--- src/sv/lpt_ram.sv ---
module lpt_ram #(
  parameter int WIDTH = 8,
  parameter int DEPTH = 64,
  localparam int AW = (DEPTH > 1) ? $clog2(DEPTH) : 1
) (
  input  logic             clk,
  input  logic             we,
  input  logic [AW-1:0]    waddr,
  input  logic [WIDTH-1:0] wdata,
  input  logic [AW-1:0]    raddr,
  output logic [WIDTH-1:0] rdata
);

  logic [WIDTH-1:0] mem [DEPTH];

  always_ff @(posedge clk) begin
    if (we) mem[waddr] <= wdata;
    rdata <= mem[raddr];
  end

endmodule

--- config.mk ---
export PLATFORM = sky130hd
export DESIGN_NAME = lpt_ram
export DESIGN_NICKNAME = d
export VERILOG_FILES = /design/src/sv/lpt_ram.sv
export SDC_FILE = /design/constraint.sdc
export NUM_CORES = 1
export LEC_CHECK = 0
export BUFFER_PORTS_ARGS = -buffer_cell sky130_fd_sc_hd__buf_2
export CAP_MARGIN = 20
export CORE_UTILIZATION = 30
export CTS_CLUSTER_DIAMETER = 40
export CTS_CLUSTER_SIZE = 10
export DETAILED_ROUTE_END_ITERATION = 6
export PLACE_DENSITY = 0.56
export SYNTH_ARGS = -nofsm -noshare
export SYNTH_HDL_FRONTEND = slang
export SYNTH_SLANG_ARGS = --single-unit
--- constraint.sdc ---
create_clock -name clk -period 3.1 [get_ports clk]
set_input_delay 0.31 -clock clk [delete_from_list [all_inputs] [get_ports clk]]
set_output_delay 0.31 -clock clk [all_outputs]
set_load 0.02 [all_outputs]
==> results of run 1 <==
-- sequential cells by signal (all words and copies together) (netlist names) --
| name | count |
|---|---|
| mem | 512 |
| rdata | 8 |
-- critical path: stages, from the launching register on --
cell and delay, ps:
edfxtp_1 360, mux4_2 480, mux2_2 300, o221a_2 270, nor3_1 310, buf_4 200
o32ai_1 80
-- cells in the mapped netlist, drive strengths merged (4+ instances only) --
cell and number:
a211oi 4, a221oi 6, buf 34, clkbuf 17, dfxtp 8, edfxtp 512, mux2 13, mux2i 23
mux4 126, nand2 19, nand2b 7, nand3 13, nor2 83, nor2b 14, nor3 7, o21ai 4
o221ai 8, o22ai 8
-- routing by layer --
layer  GRT usage [%]  up-vias  wire (µm)
met5               0        -         21
met1            20.2     5238      21100
met4            3.99        4       1020
met3            3.85       82       3420
li1                -     4253          -
met2            21.7      328      22000
-- report_power, final --
| part | internal (mW) | switching, mW | total [mW] |
|---|---|---|---|
| combinational | 0.306 | 0.468 | 0.774 |
| sequential | 7.79 | 0.0296 | 7.82 |
| clock | 4.64 | 2.91 | 7.55 |
-- layout make-up --
cell class	count	area, µm²
well taps	864	1080
flip-flops and latches	520	15500
fillers	6074	41900
repair buffers	126	1040
clock inverters	27	231
clock buffers	98	1970
diodes	2	5.00
multi-input cells	369	4320
-- per-stage QoR --
| stage | cell area, µm² | setup WS, ps |
|---|---|---|
| after floorplan | 20200 | 1120 |
| after global placement | 21900 | 396 |
| after detailed placement | 21900 | 363 |
| after CTS | 24100 | 978 |
| after global routing | 24200 | 880 |
| final | 24200 | 967 |
-- kinds of logic after synthesis --
logic type,share of synthesized area [%]
DFF,77.0
muxes,15.9
and+or+nand+nor,3.39
AOI/OAI and AO/OA,2.07
buffers and inverters,1.57
-- worst max path at each step --
stage                    start  endpoint
floorplan             raddr[1]  rdata[3]
detailed placement    raddr[0]  rdata[3]
CTS                   raddr[0]  rdata[3]
global placement      raddr[0]  rdata[3]
finish              mem[21][6]  rdata[6]
global route          raddr[0]  rdata[6]
==> results.json, run 1 <==
{
  "place.gp.congestion": 0.774,
  "drive_gt1_share_pct": 32.0,
  "core_region_area_um2": 66100,
  "grt_first_pass_wirelength_um": 70200,
  "syn_inst": 940,
  "hold_end": "mem[20][3]",
  "p_total_mw": 16.1,
  "wl_per_cell_um": 23.7,
  "synth_edf_count": 512,
  "reg2reg_slack_ps": 970,
  "cts_setup_buffers": 0,
  "rsz0062_at_grt": "no",
  "synthFlopType": "edfxtp_1",
  "gr-usage-all-layers_pct": 14.3,
  "clockBufferDepth": 3,
  "reg2reg_to": "rdata[6]",
  "fin_nets": 1112,
  "syn_area_per_cell_um2": 21.5,
  "syn-num-nets": 962,
  "hold_depth": 1,
  "layoutNonFillerInstCount": 2006,
  "required_ps": 3560,
  "p_per_area_nw_per_um2": 667,
  "vias": 9905,
  "cp-start-kind": "flip-flop",
  "worstSkewPairLatency_ps": 590,
  "synth_cell_type_count": 40,
  "postRouteAntennaNets": 0,
  "die_w_um": 261,
  "fp.dieH_um": 261,
  "irDropWorstVdd_v": 0.000392,
  "critical_path.endpoint_type": "flip-flop",
  "leakage_nw": 7.70,
  "io_pins": 30,
  "cts_tree": "built",
  "placed_cells": 1876,
  "syn_to_final_growth_pct": 19.9,
  "finish.utilization_pct": 36.6,
  "drv_slew": 0,
  "clock_sinks": 520,
  "hold_slack_ps": 125,
  "firstDrtPassIters": 7,
  "port_buffers": 29,
  "grt_pass1_vias": 10273,
  "violations": "DRC",
  "hold_buffers": 0,
  "hold_viol": 0,
  "synth_seq_area_share_pct": 77.0,
  "drtIter0Drc": 893,
  "synth_top_area_share_pct": 76.2,
  "drv_cap": 0,
  "timing.setup.tns_ps": 0,
  "period_minus_slack_ps": 2130,
  "std_cell_rows": 94,
  "relSlewSlack_pct": 39.2,
  "yosysWarningCount": 0,
  "worstHoldStart": "wdata[3]",
  "grt_max_degree": 65,
  "grt_overflow_total": 0,
  "finClkSkew_ps": 20.8,
  "reg2regPathDepth": 6,
  "drc_errors": 2,
  "clk_pin_slew_worst_paths_ps": 50,
  "hp-class": "input pin to flip-flop",
  "synth_top_cells_by_area": "edfxtp_1, mux4_2, nor2_1",
  "criticalPathCategory": "flip-flop to flip-flop",
  "start_util_pct": 30.5,
  "cts-htree-levels": 3,
  "route.final.wire_length_um": 47500,
  "timing.rr.start": "mem[21][6]",
  "synth_top_area_cell": "edfxtp_1",
  "final_cell_mix": "edfxtp_1, mux4_2, buf_4",
  "worstPathMaxFanout": 1,
  "critPathArrivalTime_ps": 2600,
  "place.detailed.hpwl_um": 29600,
  "post-route-period-util_pct": 68.8,
  "timing.fmax_mhz": 469,
  "async_flop_share_pct": 0,
  "root_buffer": "clkbuf_16",
  "worst_pin_slew_ps": 909,
  "ys_ff_latch": 520,
  "numCtsBuffers": 73,
  "finalSetupViolations": 0,
  "status": "finished, violations left",
  "syn_area_um2": 20200,
  "grt_antenna_before_repair": 4,
  "cts_resized": 0,
  "post_drt_via_cell_ratio": 4.94,
  "dieArea_um2": 68300,
  "final_common_cell": "edfxtp_1"
}
Note: power is estimated with default switching activity, not from simulation.
==> run 2, diff against run 1 <==
==> constraint.sdc (replaced) <==
create_clock -name clk -period 2 [get_ports clk]
set_input_delay 0.2 -clock clk [delete_from_list [all_inputs] [get_ports clk]]
set_output_delay 0.2 -clock clk [all_outputs]
set_load 0.02 [all_outputs]
==> run 2 against run 1 <==
Effect of this change: routed wire length is 1.9% higher; sequential cell count stayed put; the run still ends with DRC left; clock skew is 0.55 ps higher; clock power is 70% higher; critical endpoint is now rdata[4].
==> results.json, run 2 (same netlist as run 1, synthesis figures left out) <==
{
  "multi_input_area_um2": 4350,
  "io_pins": 30,
  "gr-usage-all-layers_pct": 14.5,
  "worstPathMaxFanout": 1,
  "violations": "DRC",
  "relSlewSlack_pct": 53.5,
  "core_region_area_um2": 66100,
  "crit_buf_inv": 1,
  "std_cell_rows": 94,
  "firstDrtPassIters": 7,
  "top_register": "mem",
  "drv_cap": 0,
  "criticalPathCategory": "flip-flop to flip-flop",
  "largest_register_ffs": 512,
  "critPathArrivalTime_ps": 2400,
  "fill_cells": 6081,
  "post_drt_via_cell_ratio": 4.89,
  "layoutNonFillerInstCount": 2060,
  "leakage_nw": 8.12,
  "worst_path_max_delay_cell": "mux4_2",
  "critical_path.endpoint_type": "flip-flop",
  "clk_pin_slew_worst_paths_ps": 50,
  "numCtsBuffers": 75,
  "finish.utilization_pct": 37.8,
  "grt_antenna_before_repair": 4,
  "clock_sinks": 520,
  "dieArea_um2": 68300,
  "vias": 10077,
  "p_per_area_nw_per_um2": 1050,
  "route.final.wire_length_um": 48400,
  "cts-htree-levels": 3,
  "drive_gt1_share_pct": 36.5,
  "grt_max_degree": 65,
  "port_buffers": 29,
  "place.detailed.hpwl_um": 31300,
  "post-route-period-util_pct": 97.2,
  "wl_per_cell_um": 23.5,
  "worst_pin_slew_ps": 698,
  "worstSkewPairLatency_ps": 600,
  "top_regs": "mem: 512 flops, rdata: 8 flops",
  "cts_setup_buffers": 0,
  "postRouteAntennaNets": 0,
  "grt_first_pass_wirelength_um": 71600,
  "required_ps": 2450,
  "finalSetupViolations": 0,
  "finClkSkew_ps": 21.3,
  "grt_pass1_vias": 10616,
  "path_cells": "mux4_2 -> mux2_2 -> o221a_2 -> nor3_2 -> buf_4 -> o32ai_1",
  "timing.fmax_mhz": 515,
  "period_minus_slack_ps": 1940,
  "grt_overflow_total": 0,
  "final_common_cell": "edfxtp_1",
  "hp-class": "input pin to flip-flop",
  "status": "finished, violations left",
  "cp_top_family": "multiplexers",
  "reg2reg_slack_ps": 60,
  "root_buffer": "clkbuf_16",
  "hold_viol": 0,
  "slowest_delay_ps": 470,
  "drtIter0Drc": 905,
  "die_w_um": 261,
  "register_area_um2": 15500,
  "place.gp.congestion": 0.814,
  "cp-start-kind": "flip-flop",
  "fin_nets": 1170,
  "hold_slack_ps": 50.5,
  "hold_buffers": 0,
  "drv_slew": 0,
  "irDropWorstVdd_v": 0.000515,
  "start_util_pct": 30.5,
  "cts_tree": "built",
  "placed_cells": 1935,
  "syn_to_final_growth_pct": 23.8,
  "fp.dieH_um": 261,
  "clockBufferDepth": 3,
  "final_cell_mix": "edfxtp_1, buf_4, mux4_2",
  "drc_errors": 4
}
## run 2: area by class of cell
cell class / instances / area share, %
clock inverter: 37 / 1.80
multi-input combinational: 369 / 17.4
tap: 864 / 4.33
antenna: 1 / 0.0100
clock buffer: 87 / 7.91
sequential: 520 / 62.2
timing repair buffer: 182 / 6.29
## run 2: path summary, 6_finish.rpt
check,from,end,depth (start not counted)
worst min-delay path,wdata[7],mem[13][7],1
worst max register to register,mem[29][4],rdata[4],6
worst max-delay path,mem[29][4],rdata[4],6
worst min register to register,mem[26][6],rdata[6],3
## run 2: metal layers
metal  routed length, µm  track usage [%]
met5                  41                0
met4                 998             4.15
met3                3060             3.58
met2               22800             22.8
met1               21500             20.0
## run 2: where the power goes
part,leakage [nW],total [mW],switching [mW],internal (mW)
clock,1.17,12.8,4.67,8.08
combinational,2.27,1.31,0.757,0.550
sequential,4.67,12.1,0.0497,12.1
## run 2: repair_timing
| action | CTS | global route |
|---|---|---|
| resized for setup | 5 | 2 |
| pin swaps | 0 | 1 |
| setup endpoints to repair | 5 | 3 |
## run 2: through the flow
stage | instance area [µm²] | worst slack, ps | power [mW] | TNS (ps)
2_1_floorplan | 20200 | 132 | 13.0 | 0
3_3_place_gp | 22500 | -502 | 13.6 | -2540
3_5_place_dp | 22500 | -530 | 13.7 | -2560
4_1_cts | 25000 | 20.1 | 26.5 | 0
5_1_grt | 25000 | -9.98 | 27.0 | -9.98
6_report | 25000 | 56.5 | 26.2 | 0
