--- config.mk ---
export PLATFORM = sky130hd
export DESIGN_NAME = lpt_blend
export DESIGN_NICKNAME = d
export VERILOG_FILES = /design/src/sv/lpt_pkg.sv /design/src/sv/lpt_blend.sv
export SDC_FILE = /design/constraint.sdc
export NUM_CORES = 1
export LEC_CHECK = 0
export BUFFER_PORTS_ARGS = -buffer_cell sky130_fd_sc_hd__buf_2
export CELL_PAD_IN_SITES_DETAIL_PLACEMENT = 0
export CELL_PAD_IN_SITES_GLOBAL_PLACEMENT = 1
export CORE_ASPECT_RATIO = 0.5
export CORE_MARGIN = 2
export CORE_UTILIZATION = 40
export CTS_BUF_LIST = sky130_fd_sc_hd__clkbuf_4 sky130_fd_sc_hd__clkbuf_8 sky130_fd_sc_hd__clkbuf_16
export DETAILED_ROUTE_END_ITERATION = 8
export PLACE_DENSITY = 0.81
export SKIP_CTS_REPAIR_TIMING = 1
export SLEW_MARGIN = 20
export SYNTH_ARGS = -nofsm -noshare
export SYNTH_HDL_FRONTEND = slang
export SYNTH_SLANG_ARGS = --single-unit
--- constraint.sdc ---
create_clock -name clk -period 5.5 [get_ports clk]
set_input_delay 0.825 -clock clk [delete_from_list [all_inputs] [get_ports clk]]
set_output_delay 0.825 -clock clk [all_outputs]
set_load 0.02 [all_outputs]
--- src/sv/lpt_pkg.sv ---
package lpt_pkg;

  localparam int DEFAULT_DEPTH = 64;
  localparam int CNT_W = 7;
  localparam int NUM_W = 41;

  // command codes
  localparam logic [1:0] CMD_TICK = 2'd0;
  localparam logic [1:0] CMD_ADD  = 2'd1;
  localparam logic [1:0] CMD_DRAW = 2'd2;

  // register indexes
  localparam logic [2:0] REG_MIN_X = 3'd0;
  localparam logic [2:0] REG_MIN_Y = 3'd1;
  localparam logic [2:0] REG_MAX_X = 3'd2;
  localparam logic [2:0] REG_MAX_Y = 3'd3;
  localparam logic [2:0] REG_LIMIT = 3'd4;

  // one table entry as held in memory
  typedef struct packed {
    logic [31:0] birth;
    logic [31:0] life;
    logic [31:0] col_b;
    logic [31:0] col_e;
    logic [31:0] vy;
    logic [31:0] vx;
    logic [31:0] oy;
    logic [31:0] ox;
  } entry_t;

  typedef struct packed {
    logic start;
    logic busy;
  } div_ctl_t;

endpackage

--- src/sv/lpt_blend.sv ---
module lpt_blend
  import lpt_pkg::*;
(
  input  logic                   clk,
  input  logic                   rst,
  input  div_ctl_t               ctl_in,
  output div_ctl_t               ctl_out,
  input  logic [31:0]            life,
  input  logic [3:0][NUM_W-1:0]  num,
  output logic [3:0][7:0]        quo
);

  logic [3:0][NUM_W-1:0] rem;
  logic [2:0]            step;
  logic                  busy;
  logic [NUM_W-1:0]      trial;

  assign trial = {{(NUM_W-32){1'b0}}, life} << step;
  assign ctl_out.start = 1'b0;
  assign ctl_out.busy  = busy;

  // restoring division, one quotient bit per cycle on all four channels
  always_ff @(posedge clk) begin
    if (rst) begin
      busy <= 1'b0;
      step <= '0;
    end else if (ctl_in.start) begin
      busy <= 1'b1;
      step <= 3'd7;
    end else if (busy) begin
      if (step == 3'd0) busy <= 1'b0;
      step <= step - 3'd1;
    end
  end

  always_ff @(posedge clk) begin
    if (ctl_in.start) begin
      rem <= num;
      quo <= '0;
    end else if (busy) begin
      for (int c = 0; c < 4; c++) begin
        if (rem[c] >= trial) begin
          rem[c]       <= rem[c] - trial;
          quo[c][step] <= 1'b1;
        end
      end
    end
  end

endmodule

==> implementation parameters <==
Parameter                              Value

Floorplan
  Total number of placement rows    55
  Starting density of the core    40.74%
  Die outline height    156.2 um
  Area of the core region    45,490 sq um
  Number of I/O pins    234
  Die area    48,170 sq um
  Width of the die    308.4 um

STA
  Transition time at the pin with the least slew margin    0.9487 ns
  Max Clock Freq    205.7 MHz
  Final critical delay including setup and external delays    4.861 ns
  Worst Clk Skew    0.01784 ns
  Number of failing hold endpoints at the final stage    0
  Max-slew violation count    0
  RSZ-0062 raised after global routing    no
  Final-layout setup total negative slack    0 ns
  Slew HR    36.76%
  Final period utilization    88.37%
  Total setup violations reported at the end of the flow    0

Critical path
  Required time of the worst setup path    5.65 ns
  Reg2Reg Launch Point    step[0]
  Critical Path, Cell by Cell    mux4_2 > mux2i_1 > ha_1 > nand4_1 > or3_1 > nor4_1 > nand2_1 > nor4_1 > or4_1 > nand2_1 > nand2_2 > buf_12
  Setup slack, reg-to-reg    0.64 ns
  Crit path max fanout    41
  Critical path startpoint category    flip-flop
  Worst setup EP type    flip-flop
  Crit path DAT    5.02 ns
  Worst reg2reg endpoint    rem[68]
  Start-to-end type of the worst setup path    reg -> reg
  Peak per-stage delay on the critical path    0.63 ns
  Number of cells on the worst reg-to-reg path    12
  Master of the slowest instance on the critical path    sky130_fd_sc_hd__dfxtp_4

Finish
  Final core occ    46.26%
  Layout Area Growth over Synthesis    13.55%
  Layout cells sized above 1    15.71%
  Design Area, Final    21,040 sq um
  Total number of nets in the final design    2,743
  Count of non-filler cells in the finished layout    3,030

Clock network
  Clock transition at the register clock pins on the worst setup and hold paths after CTS    0.08 ns
  CTS tree    yes
  CTS Buf Count    17
  CTS sink count    200
  Clock latency reported for the late side of the worst-skew pair    0.47 ns
  Maximum clock insertion buffer count    2
  Number of H-tree levels    4
  CTS Root Buffer Type    sky130_fd_sc_hd__clkbuf_16

Synth
  Mapped Nets    2,562
  Flip-flop cell with the highest count after synthesis    sky130_fd_sc_hd__edfxtp_1
  Share of synthesized cell area in full adder, half adder and majority cells    11.10%
  Compound-gate portion of the synthesized area    25.13%
  Cell area after technology mapping    18,530 sq um
  Cell type with the highest aggregate area in the netlist    sky130_fd_sc_hd__edfxtp_1
  Async set or reset register ratio after synthesis    0%
  Share of cell area taken by muxes after synthesis    5.239%
  Biggest area contributors in the synthesized netlist    sky130_fd_sc_hd__edfxtp_1, sky130_fd_sc_hd__ha_1, sky130_fd_sc_hd__nand2_1, sky130_fd_sc_hd__a21oi_1, sky130_fd_sc_hd__a21o_1
  Total number of yosys warnings    0
  Synthesized area per cell    8.423 sq um
  Post-synthesis sequential area ratio    30.46%
  Post-synthesis instance total    2,200
  Largest family of logic cells by synthesized area    compound AO/OA/AOI/OAI gates
  XOR/XNOR share of the synthesized area    6.097%
  Distinct cells, synth    83
  Number of synthesized flops with an enable pin    164
  Simple-gate area share of the yosys netlist    17.95%
  FF+latch count, synth    200
  Yosys top cell area share    26.57%

Power
  Leak    8.974 nW
  Worst IR Drop VDD    0.0002649 V
  Part of the total power dissipated in sequential elements    23.0%
  Share of total power consumed by net switching    46.39%
  Part of the power in the clock network    12.6%
  Cell internal power dissipation    5.807 mW
  Pwr dens    514.7 nW/um^2
  Net Switching    5.024 mW
  Combinational group share of total power    64.5%

Min path
  Worst min-delay path category    reg -> reg
  Hold path startpoint    quo[17]
  Worst min-delay path endpoint    quo[17]
  Number of cells traversed by the worst hold path    2

Placed design
  Placer congestion estimate    0.9108
  Total placed instance area    20,420 sq um
  HPWL after DPL    46.72 mm
  PortBufs    231
  Cell Count Post-Placement    2,989

Run status
  Outcome    finished, final reports clean

Route
  WL/cell    19.59 um
  DR vias/cell    5.743
  Routed wire length    59.36 mm
  Antenna violation net count after detailed routing    0
  Remaining DRCs    0
  Total number of vias    17,400
  Pre-Repair DR Iteration Count    5
  Number of DRC markers after the initial detailed-route iteration    1,550

GRT
  Remaining global-route overflow    0
  Global-route wire length before repair    90.21 mm
  Vias in the first global route    16,420
  Antenna violations before repair    7
  Aggregate global-route resource usage    24.24%
  Pin count of the biggest net entering global routing    169

Run
  Max-cap check violation count    0
-- cell usage in the layout, fill, tap and decap left out, types with 9 or more instances in the layout --
master / instances
sky130_fd_sc_hd__diode_2: 9
sky130_fd_sc_hd__inv_1: 44
sky130_fd_sc_hd__o31ai_1: 14
sky130_fd_sc_hd__xor2_1: 55
sky130_fd_sc_hd__nor3_1: 45
sky130_fd_sc_hd__buf_4: 52
sky130_fd_sc_hd__nor2b_1: 25
sky130_fd_sc_hd__o21bai_1: 29
sky130_fd_sc_hd__ha_1: 158
sky130_fd_sc_hd__nor2_1: 145
sky130_fd_sc_hd__xnor2_1: 74
sky130_fd_sc_hd__mux2i_1: 34
sky130_fd_sc_hd__a21oi_1: 213
sky130_fd_sc_hd__dfxtp_1: 35
sky130_fd_sc_hd__or3_1: 16
sky130_fd_sc_hd__nand4_1: 46
sky130_fd_sc_hd__o21ai_0: 132
sky130_fd_sc_hd__buf_2: 230
sky130_fd_sc_hd__and3_1: 14
sky130_fd_sc_hd__nor4_1: 9
sky130_fd_sc_hd__o211ai_1: 10
sky130_fd_sc_hd__nand2_1: 309
sky130_fd_sc_hd__mux4_2: 23
sky130_fd_sc_hd__a31oi_1: 22
sky130_fd_sc_hd__a211oi_1: 18
sky130_fd_sc_hd__o31a_1: 12
sky130_fd_sc_hd__o21ai_1: 97
sky130_fd_sc_hd__o21a_1: 27
sky130_fd_sc_hd__a2111oi_0: 9
sky130_fd_sc_hd__nand2b_1: 17
sky130_fd_sc_hd__a21o_1: 99
sky130_fd_sc_hd__nand3_1: 34
sky130_fd_sc_hd__and4_1: 11
sky130_fd_sc_hd__edfxtp_1: 164
sky130_fd_sc_hd__clkbuf_16: 18
-- critical path, delay by kind of cell (launching register included) --
family                     cells  cell delay, ns
buffers and inverters          1            0.25
and+or+nand+nor                8            2.08
adders and majority gates      1            0.37
DFF                            1            0.63
muxes                          2            1.19
-- cell usage after synthesis (5+ instances only) --
master	number
sky130_fd_sc_hd__a2111oi_0	9
sky130_fd_sc_hd__a211o_1	7
sky130_fd_sc_hd__a211oi_1	18
sky130_fd_sc_hd__a21o_1	99
sky130_fd_sc_hd__a21oi_1	213
sky130_fd_sc_hd__a221oi_1	6
sky130_fd_sc_hd__a311oi_1	8
sky130_fd_sc_hd__a31oi_1	22
sky130_fd_sc_hd__and2_1	8
sky130_fd_sc_hd__and3_1	14
sky130_fd_sc_hd__and4_1	11
sky130_fd_sc_hd__buf_1	10
sky130_fd_sc_hd__buf_2	7
sky130_fd_sc_hd__buf_6	5
sky130_fd_sc_hd__clkbuf_1	96
sky130_fd_sc_hd__dfxtp_1	36
sky130_fd_sc_hd__edfxtp_1	164
sky130_fd_sc_hd__ha_1	158
sky130_fd_sc_hd__inv_1	45
sky130_fd_sc_hd__mux2_2	8
sky130_fd_sc_hd__mux2i_1	34
sky130_fd_sc_hd__mux4_2	23
sky130_fd_sc_hd__nand2_1	313
sky130_fd_sc_hd__nand2b_1	17
sky130_fd_sc_hd__nand3_1	34
sky130_fd_sc_hd__nand4_1	46
sky130_fd_sc_hd__nor2_1	145
sky130_fd_sc_hd__nor2b_1	25
sky130_fd_sc_hd__nor3_1	45
sky130_fd_sc_hd__nor3b_1	6
sky130_fd_sc_hd__nor4_1	9
sky130_fd_sc_hd__o211ai_1	10
sky130_fd_sc_hd__o21a_1	27
sky130_fd_sc_hd__o21ai_0	132
sky130_fd_sc_hd__o21ai_1	97
sky130_fd_sc_hd__o21bai_1	29
sky130_fd_sc_hd__o31a_1	12
sky130_fd_sc_hd__o31ai_1	14
sky130_fd_sc_hd__or2_1	5
sky130_fd_sc_hd__or3_1	16
sky130_fd_sc_hd__or4_1	6
sky130_fd_sc_hd__xnor2_1	74
sky130_fd_sc_hd__xor2_1	55
-- flip-flops by register name, indices dropped and copies added (netlist names) --
signal,flops
rem,164
quo,32
step,3
busy,1
-- per-layer routing --
layer	track usage, %	part of all wire (%)	routed length [um]
met3	4.224	6.4	3787
met4	7.433	2.1	1253
met5	0	0	0
met2	38.88	45	27000
met1	33.31	46	27320
-- worst max-delay path by stage --
stage / start / endpoint / depth (start not counted)
2_1_floorplan: step[0] / rem[41] / 15
3_3_place_gp: step[0] / rem[49] / 13
3_5_place_dp: step[0] / rem[50] / 13
4_1_cts: step[0] / rem[69] / 13
5_1_grt: step[0] / rem[107] / 13
6_report: step[0] / rem[68] / 12
-- cell type report --
class | count | area (sq um)
diodes | 9 | 22.52
clock inverters | 13 | 135.1
clock buffers | 19 | 464.2
flip-flops and latches | 200 | 5649
fillers | 4546 | 24440
well taps | 627 | 784.5
inverters | 47 | 176.4
repair buffers | 288 | 1657
multi-input cells | 1827 | 12150
-- cell families after synthesis --
family          after synthesis
flops                       200
fa+ha+maj                   162
xor+xnor                    129
compound gates              750
buf+inv                     173
other cells                   1
mux                          67
simple gates                718
-- per-stage QoR --
step / total power [mW] / worst slack [ns] / hold slack (ns)
after floorplan: 7.773 / 0.2818 / 0.5701
after global placement: 9.328 / 0.4101 / 0.4448
after detailed placement: 9.360 / 0.3331 / 0.4491
after CTS: 10.75 / 0.3250 / 0.4687
after global routing: 11.71 / 0.3603 / 0.4894
final: 10.83 / 0.6394 / 0.4669
-- power groups by stage --
stage	clock (mW)	sequential, mW	combinational [mW]
floorplan	0	2.44	5.33
global placement	0	2.50	6.82
detailed placement	0	2.51	6.85
CTS	1.38	2.49	6.89
global route	1.43	2.53	7.74
finish	1.36	2.49	6.98
No activity file was read; power rests on OpenSTA's default activity.
